===== src/hdl/dvgr_pkg.sv =====
// Shared types, constants and the 5x7 font for the decimal value glyph renderer.
// No dependencies; the ROM, digit unit and core files in hdl/ import this package.
`default_nettype none
package dvgr_pkg;

    localparam int MAX_DIGITS  = 5;
    localparam int DIGIT_IDX_W = 3;
    localparam int GLYPH_COLS  = 6;
    localparam int COL_W       = 3;
    localparam int PC_W        = 3;

    localparam logic [COL_W-1:0] LAST_COL = 3'd5;

    // x / 10 == (x * 52429) >> 19 for every x below 81920
    localparam logic [15:0] DIV10_RECIP = 16'd52429;
    localparam int          DIV10_SHIFT = 19;

    // glyph codes beyond the ten digits
    localparam logic [3:0] GLYPH_MILLI = 4'd10;
    localparam logic [3:0] GLYPH_VOLT  = 4'd11;

    // program step addresses
    localparam logic [PC_W-1:0] PC_LOAD   = 3'd0;
    localparam logic [PC_W-1:0] PC_DIVIDE = 3'd1;
    localparam logic [PC_W-1:0] PC_DIGITS = 3'd2;
    localparam logic [PC_W-1:0] PC_SPACE  = 3'd3;
    localparam logic [PC_W-1:0] PC_MILLI  = 3'd4;
    localparam logic [PC_W-1:0] PC_VOLT   = 3'd5;

    typedef enum logic [1:0] {
        OP_GOTO,
        OP_LOAD,
        OP_DIVIDE,
        OP_EMIT
    } op_t;

    typedef enum logic [1:0] {
        SRC_BLANK,
        SRC_DIGIT,
        SRC_MILLI,
        SRC_VOLT
    } src_t;

    typedef enum logic [1:0] {
        COND_NEVER,
        COND_ALWAYS,
        COND_QUOT_MORE,
        COND_DIGITS_LEFT
    } cond_t;

    typedef struct packed {
        op_t             op;
        src_t            src;
        cond_t           cond;
        logic            last;
        logic [PC_W-1:0] target;
    } ucode_t;

    typedef struct packed {
        logic load;
        logic divide;
        logic step_down;
    } dp_ctrl_t;

    typedef struct packed {
        logic       quot_more;
        logic       digits_left;
        logic [3:0] digit;
    } dp_stat_t;

    localparam logic [7:0] FONT [12][5] = '{
        '{8'h3E, 8'h51, 8'h49, 8'h45, 8'h3E},
        '{8'h00, 8'h42, 8'h7F, 8'h40, 8'h00},
        '{8'h62, 8'h51, 8'h49, 8'h49, 8'h46},
        '{8'h22, 8'h49, 8'h49, 8'h49, 8'h36},
        '{8'h18, 8'h14, 8'h12, 8'h7F, 8'h10},
        '{8'h2F, 8'h49, 8'h49, 8'h49, 8'h31},
        '{8'h3E, 8'h49, 8'h49, 8'h49, 8'h32},
        '{8'h01, 8'h71, 8'h09, 8'h05, 8'h03},
        '{8'h36, 8'h49, 8'h49, 8'h49, 8'h36},
        '{8'h26, 8'h49, 8'h49, 8'h49, 8'h3E},
        '{8'h7C, 8'h04, 8'h18, 8'h04, 8'h78},
        '{8'h1F, 8'h20, 8'h40, 8'h20, 8'h1F}
    };

    // sixth column of every glyph is the blank spacer
    function automatic logic [7:0] glyph_column(input logic [3:0] glyph,
                                                input logic [COL_W-1:0] col);
        logic [7:0] bits;
        bits = 8'h00;
        if ((glyph <= GLYPH_VOLT) && (col < LAST_COL)) begin
            bits = FONT[glyph][col];
        end
        return bits;
    endfunction

endpackage
`default_nettype wire


===== src/hdl/dvgr_ucode_rom.sv =====
// Control store: one control word per program step of the renderer.
// Depends on dvgr_pkg.
`default_nettype none
module dvgr_ucode_rom (
    input  wire logic [dvgr_pkg::PC_W-1:0] pc,
    output dvgr_pkg::ucode_t               word
);
    import dvgr_pkg::*;

    always_comb
    begin
        case (pc)
            PC_LOAD:   word = '{OP_LOAD,   SRC_BLANK, COND_NEVER,       1'b0, PC_LOAD};
            PC_DIVIDE: word = '{OP_DIVIDE, SRC_BLANK, COND_QUOT_MORE,   1'b0, PC_DIVIDE};
            PC_DIGITS: word = '{OP_EMIT,   SRC_DIGIT, COND_DIGITS_LEFT, 1'b0, PC_DIGITS};
            PC_SPACE:  word = '{OP_EMIT,   SRC_BLANK, COND_NEVER,       1'b0, PC_LOAD};
            PC_MILLI:  word = '{OP_EMIT,   SRC_MILLI, COND_NEVER,       1'b0, PC_LOAD};
            PC_VOLT:   word = '{OP_EMIT,   SRC_VOLT,  COND_ALWAYS,      1'b1, PC_LOAD};
            default:   word = '{OP_GOTO,   SRC_BLANK, COND_ALWAYS,      1'b0, PC_LOAD};
        endcase
    end

endmodule
`default_nettype wire


===== src/hdl/dvgr_digit_unit.sv =====
// Datapath: value register, divide-by-ten step and the decimal digit store.
// Depends on dvgr_pkg.
`default_nettype none
module dvgr_digit_unit #(
    parameter int VALUE_WIDTH = 16
) (
    input  wire logic                   clk,
    input  wire logic                   rst_n,
    input  wire logic [VALUE_WIDTH-1:0] value,
    input  dvgr_pkg::dp_ctrl_t          ctrl,
    output dvgr_pkg::dp_stat_t          stat
);
    import dvgr_pkg::*;

    localparam int ProdW = VALUE_WIDTH + 20;

    logic [VALUE_WIDTH-1:0] value_reg;
    logic [3:0]             digit_reg [MAX_DIGITS];
    logic [DIGIT_IDX_W-1:0] idx_reg;
    logic [DIGIT_IDX_W-1:0] idx_next;

    logic [ProdW-1:0]       prod;
    logic [VALUE_WIDTH-1:0] quot;
    logic [VALUE_WIDTH+3:0] quot_x10;
    logic [3:0]             rem;

    always_comb
    begin
        prod     = ProdW'(value_reg) * ProdW'(DIV10_RECIP);
        quot     = prod[DIV10_SHIFT +: VALUE_WIDTH];
        quot_x10 = ({4'b0, quot} << 3) + ({4'b0, quot} << 1);
        rem      = 4'(({4'b0, value_reg} - quot_x10));
    end

    assign stat.quot_more   = (quot != '0) && (idx_reg != DIGIT_IDX_W'(MAX_DIGITS - 1));
    assign stat.digits_left = (idx_reg != '0);
    assign stat.digit       = digit_reg[idx_reg];

    always_comb
    begin
        idx_next = idx_reg;
        if (ctrl.load) begin
            idx_next = '0;
        end else if (ctrl.divide && stat.quot_more) begin
            idx_next = idx_reg + 1'b1;
        end else if (ctrl.step_down) begin
            idx_next = idx_reg - 1'b1;
        end
    end

    always_ff @(posedge clk or negedge rst_n)
    begin
        if (!rst_n) begin
            idx_reg <= '0;
        end else begin
            idx_reg <= idx_next;
        end
    end

    always_ff @(posedge clk)
    begin
        if (ctrl.load) begin
            value_reg <= value;
        end else if (ctrl.divide) begin
            value_reg          <= quot;
            digit_reg[idx_reg] <= rem;
        end
    end

endmodule
`default_nettype wire


===== src/hdl/decimal_value_glyph_renderer_core.sv =====
// Flow: the value is accepted on the load step, then one divide-by-ten step per digit,
// then the columns leave through the output register, one column per cycle while
// column_stall is low. A new value is taken only on the load step, after the last column.
// Reset: rst_n clears the program counter, counters and output valid at once.
// Depends on dvgr_pkg, dvgr_ucode_rom and dvgr_digit_unit.
`default_nettype none
module decimal_value_glyph_renderer_core #(
    parameter int VALUE_WIDTH = 16
) (
    input  wire logic        clk,
    input  wire logic        rst_n,
    input  wire logic        value_valid,
    output      logic        value_stall,
    input  wire logic [15:0] value_in,
    output      logic        column_valid,
    input  wire logic        column_stall,
    output      logic [7:0]  column_bits,
    output      logic        last_column
);
    import dvgr_pkg::*;

    // sequencer state
    logic [PC_W-1:0]  pc_reg;
    logic [PC_W-1:0]  pc_next;
    logic [COL_W-1:0] col_reg;
    logic [COL_W-1:0] col_next;

    // output register: parts the sequencer from the consumer
    logic       out_valid_reg;
    logic       out_valid_next;
    logic [7:0] bits_reg;
    logic [7:0] bits_next;
    logic       last_reg;
    logic       last_next;

    ucode_t   word;
    dp_ctrl_t dp_ctrl;
    dp_stat_t dp_stat;

    logic       value_take;
    logic       emit_fire;
    logic       step_done;
    logic       cond_true;
    logic [3:0] glyph_sel;

    dvgr_ucode_rom u_rom (
        .pc   (pc_reg),
        .word (word)
    );

    dvgr_digit_unit #(
        .VALUE_WIDTH (VALUE_WIDTH)
    ) u_digits (
        .clk   (clk),
        .rst_n (rst_n),
        .value (value_in[VALUE_WIDTH-1:0]),
        .ctrl  (dp_ctrl),
        .stat  (dp_stat)
    );

    // take a new item only on the load step
    assign value_stall  = (word.op != OP_LOAD);
    assign value_take   = (word.op == OP_LOAD) && value_valid;
    // emit a column whenever the output register is free or draining
    assign emit_fire    = (word.op == OP_EMIT) && (!out_valid_reg || !column_stall);

    // step completion and jump condition
    always_comb
    begin
        case (word.op)
            OP_LOAD:   step_done = value_take;
            OP_DIVIDE: step_done = 1'b1;
            OP_EMIT:   step_done = emit_fire && (col_reg == LAST_COL);
            default:   step_done = 1'b1;
        endcase

        case (word.cond)
            COND_ALWAYS:      cond_true = 1'b1;
            COND_QUOT_MORE:   cond_true = dp_stat.quot_more;
            COND_DIGITS_LEFT: cond_true = dp_stat.digits_left;
            default:          cond_true = 1'b0;
        endcase
    end

    // next program step and glyph column
    always_comb
    begin
        pc_next = pc_reg;
        if (step_done) begin
            pc_next = cond_true ? word.target : pc_reg + 1'b1;
        end

        col_next = col_reg;
        if (emit_fire) begin
            col_next = (col_reg == LAST_COL) ? '0 : col_reg + 1'b1;
        end
    end

    // datapath strobes; step down to the next digit after its spacer column
    always_comb
    begin
        dp_ctrl.load      = value_take;
        dp_ctrl.divide    = (word.op == OP_DIVIDE);
        dp_ctrl.step_down = emit_fire && (word.src == SRC_DIGIT)
                            && (col_reg == LAST_COL) && dp_stat.digits_left;
    end

    // column select and output register next values
    always_comb
    begin
        case (word.src)
            SRC_DIGIT: glyph_sel = dp_stat.digit;
            SRC_MILLI: glyph_sel = GLYPH_MILLI;
            SRC_VOLT:  glyph_sel = GLYPH_VOLT;
            default:   glyph_sel = '0;
        endcase

        out_valid_next = out_valid_reg && column_stall;
        bits_next      = bits_reg;
        last_next      = last_reg;
        if (emit_fire) begin
            out_valid_next = 1'b1;
            bits_next      = (word.src == SRC_BLANK) ? 8'h00 : glyph_column(glyph_sel, col_reg);
            last_next      = word.last && (col_reg == LAST_COL);
        end
    end

    always_ff @(posedge clk or negedge rst_n)
    begin
        if (!rst_n) begin
            pc_reg        <= PC_LOAD;
            col_reg       <= '0;
            out_valid_reg <= 1'b0;
        end else begin
            pc_reg        <= pc_next;
            col_reg       <= col_next;
            out_valid_reg <= out_valid_next;
        end
    end

    // payload: hold while stalled
    always_ff @(posedge clk)
    begin
        bits_reg <= bits_next;
        last_reg <= last_next;
    end

    assign column_valid = out_valid_reg;
    assign column_bits  = bits_reg;
    assign last_column  = last_reg;

endmodule
`default_nettype wire


===== config.mk =====
export PLATFORM = sky130hd
export DESIGN_NAME = decimal_value_glyph_renderer_core
export DESIGN_NICKNAME = d
export VERILOG_FILES = /design/src/hdl/dvgr_pkg.sv /design/src/hdl/dvgr_ucode_rom.sv /design/src/hdl/dvgr_digit_unit.sv /design/src/hdl/decimal_value_glyph_renderer_core.sv
export SDC_FILE = /design/constraint.sdc
export NUM_CORES = 1
export LEC_CHECK = 0
export BUFFER_PORTS_ARGS = -buffer_cell sky130_fd_sc_hd__buf_2
export CAP_MARGIN = 25
export CORE_UTILIZATION = 55
export CTS_CLUSTER_DIAMETER = 150
export DETAILED_ROUTE_END_ITERATION = 12
export PLACE_DENSITY = 0.84
export REMOVE_ABC_BUFFERS = 1
export SLEW_MARGIN = 20
export SYNTH_ARGS = -nofsm -noshare
export SYNTH_HDL_FRONTEND = slang
export SYNTH_SLANG_ARGS = --single-unit

===== constraint.sdc =====
create_clock -name clk -period 8.45 [get_ports clk]
set_input_delay 0.4225 -clock clk [delete_from_list [all_inputs] [get_ports clk]]
set_output_delay 0.4225 -clock clk [all_outputs]
set_load 0.1 [all_outputs]

==> qor.yml <==
hold_path:
  timing.hold.worst.start: "column_stall"
  holdPathStages: 3
  min_to: "column_valid$_DFF_PN0_"
  hold_path_class: "in -> reg"
sta:
  timing.final.crit_share: 0.8325
  hold_viol: 0
  slew_viol_final: 0
  max_slew.worst_pin.slew_ns: 0.9484
  max_freq_ghz: 0.1422
  finalSetupTns_ns: 0
  whs_ns: 0.3569
  period_minus_slack_ns: 7.035
  slew_headroom: 0.3678
  finalSetupViolCount: 0
  rsz0062_at_grt: "false"
  fin_skew_ns: 0.01330
routing:
  vias: 6574
  viasPerCell: 6.015
  drt_iter0_markers: 811
  wl_per_cell_um: 19.06
  drt.antenna.violating_nets: 0
  drtPass1Iterations: 9
  wl_um: 20830
  drc_errors: 8
die:
  num_rows: 44
  chipHeight_um: 124.8
  die-area_um2: 15580
  die_w_um: 124.8
  io_pins: 31
  initial_utilization: 0.5666
  coreArea_um2: 14640
placed_design:
  gp_congestion: 0.9665
  dp_hpwl_um: 17260
  dp.cells: 1084
  portBuffers: 29
synth:
  synthTopCellsByCount: "inv_1, ha_1, fa_1"
  synth.top_cell.area_share: 0.2157
  netlist_instances: 894
  synth_cell_types: 76
  yosysMostFrequentCell: "inv_1"
  ys_seq_elements: 54
  synth_edf_count: 44
  yosysWarnings: 0
  netlist_area_um2: 8297
  yosys_most_used_dff: "edfxtp_1"
  async_reset_ff_frac: 0.1852
  synth_area_leaders: "ha_1, fa_1, edfxtp_1"
  synth_top_cell_by_area: "ha_1"
  syn_area_per_cell_um2: 9.280
  ys_seq_area_frac: 0.1894
global_routing:
  met3_usage: 0.04210
  antenna_found_initial: 0
  overflow: 0
  grt_use_total: 0.2809
  grt_max_degree: 23
  grtUsageMet1: 0.3632
  grt-busiest-layer: "met2"
  grt_pass1_wl_um: 33670
  grtUsageMet2: 0.4567
  grt_pass1_vias: 6699
critical_path:
  cp_data_arrival_time_ns: 7.27
  startpoint_type: "flop"
  regToRegEndpoint: "u_digits.idx_reg[2]$_DFFE_PN0P_"
  crit_required_ns: 8.68
  r2r-start: "u_digits.value_reg[1]$_DFFE_PP_"
  crit_type: "reg -> reg"
  r2r_cells: 23
  regToRegSetupSlack_ns: 1.42
  worstSetupStartpoint: "u_digits.value_reg[1]$_DFFE_PP_"
  worst_setup_path_end_kind: "flop"
  cp_max_fo: 7
cts:
  cts_buffer_depth: 2
  clk_pin_slew_ns: 0.09
  insertion_delay_ns: 0.32
  clock-sinks: 54
  cts_resized: 0
  postCtsHoldBufs: 1
  cts_buffers: 5
  htree_levels: 2
  tritoncts: "yes"
  post_cts_buffers: 0
  root_buffer: "clkbuf_16"
final_layout:
  layout-drive-gt1-share: 0.08031
  stdcell_count: 1093
  antenna_cells: 0
  synthToLayoutAreaGrowth_pct: 4.886
  fillers: 1225
  largest_reg_flops: 20
  fin_util: 0.5942
  fin_nets: 1152
run_status:
  violations: "DRC"
  status: "finished with violations"
run:
  maxCapViolations: 0
[cell usage in the layout, fill, tap and decap left out, types with 4 or more instances in the layout]
| cell | synthesis | layout |
|---|---|---|
| a211oi_1 | 7 | 7 |
| a21o_1 | 9 | 9 |
| a21oi_1 | 51 | 51 |
| a31oi_1 | 8 | 8 |
| and2_1 | 9 | 9 |
| and3_1 | 5 | 5 |
| buf_2 | 5 | 29 |
| clkbuf_16 | 0 | 5 |
| dfrtp_1 | 10 | 10 |
| edfxtp_1 | 44 | 44 |
| fa_1 | 81 | 81 |
| ha_1 | 143 | 143 |
| inv_1 | 181 | 181 |
| mux2_2 | 4 | 4 |
| mux2i_1 | 4 | 4 |
| nand2_1 | 76 | 76 |
| nand2b_1 | 4 | 4 |
| nand3_1 | 15 | 15 |
| nand4_1 | 11 | 11 |
| nor2_1 | 41 | 41 |
| nor2b_1 | 5 | 5 |
| nor3_1 | 15 | 15 |
| nor3b_1 | 5 | 5 |
| o211ai_1 | 7 | 7 |
| o21a_1 | 5 | 5 |
| o21ai_0 | 35 | 35 |
| o21ai_1 | 4 | 4 |
| o221ai_1 | 5 | 5 |
| o22ai_1 | 4 | 4 |
| xnor2_1 | 13 | 13 |
| xor2_1 | 10 | 10 |
[routing by layer]
layer | wire, µm | vias up | part of all wire
met1 | 8454 | 3098 | 0.41
met4 | 1056 | 0 | 0.051
met3 | 1657 | 72 | 0.080
li1 | - | 3058 | -
met2 | 9665 | 346 | 0.46
met5 | 0 | - | 0
[cell type report]
type / count / area, µm² / share of cell area
clock inverter: 3 / 42.54 / 0.004889
clock buffer: 5 / 125.1 / 0.01438
tap: 184 / 230.2 / 0.02646
timing repair buffer: 32 / 170.2 / 0.01955
inverter: 181 / 679.4 / 0.07807
multi-input combinational: 634 / 5883 / 0.6761
sequential: 54 / 1572 / 0.1806
[how the worst max path moves through the flow]
stage | end | slack (ns) | depth (start not counted)
finish | u_digits.idx_reg[2]$_DFFE_PN0P_ | 1.42 | 23
global route | u_digits.idx_reg[2]$_DFFE_PN0P_ | 1.15 | 26
CTS | u_digits.idx_reg[2]$_DFFE_PN0P_ | 1.49 | 23
detailed placement | u_digits.idx_reg[2]$_DFFE_PN0P_ | 1.53 | 23
global placement | u_digits.idx_reg[2]$_DFFE_PN0P_ | 1.65 | 24
floorplan | u_digits.idx_reg[2]$_DFFE_PN0P_ | 1.99 | 23
[critical path: stages, from the launching register on]
cell      delay, ns
edfxtp_1       0.53
ha_1           0.43
xor2_1         0.17
ha_1           0.32
fa_1           0.47
fa_1           0.54
fa_1           0.56
inv_1          0.06
fa_1           0.53
inv_1          0.04
ha_1           0.36
a21oi_1        0.29
o211ai_1       0.14
a21oi_1        0.22
nand4_1        0.19
and2_4         0.23
mux2_4         0.30
and4bb_4       0.33
a31oi_4        0.11
and2_2         0.22
fa_1           0.37
and3_2         0.19
a31oi_2        0.16
mux2i_1        0.19
[cell families after synthesis]
family | share of synthesized area
buffers and inverters | 0.1015
other | 0.0004520
AO/OA/AOI/OAI | 0.1347
flip-flops | 0.1894
AND/OR/NAND/NOR | 0.1238
adder cells (fa/ha/maj) | 0.4111
XOR/XNOR | 0.02428
multiplexers | 0.01478
[through the flow]
step | cell area, µm² | setup slack (ns)
after CTS | 8702 | 1.492
final | 8702 | 1.415
after global routing | 8702 | 1.152
after global placement | 8524 | 1.655
after detailed placement | 8524 | 1.532
after floorplan | 8134 | 1.991
Power is left out: the tool's default activity adds up to more than one toggle a clock period on the data nets, which glitch-free logic cannot reach.
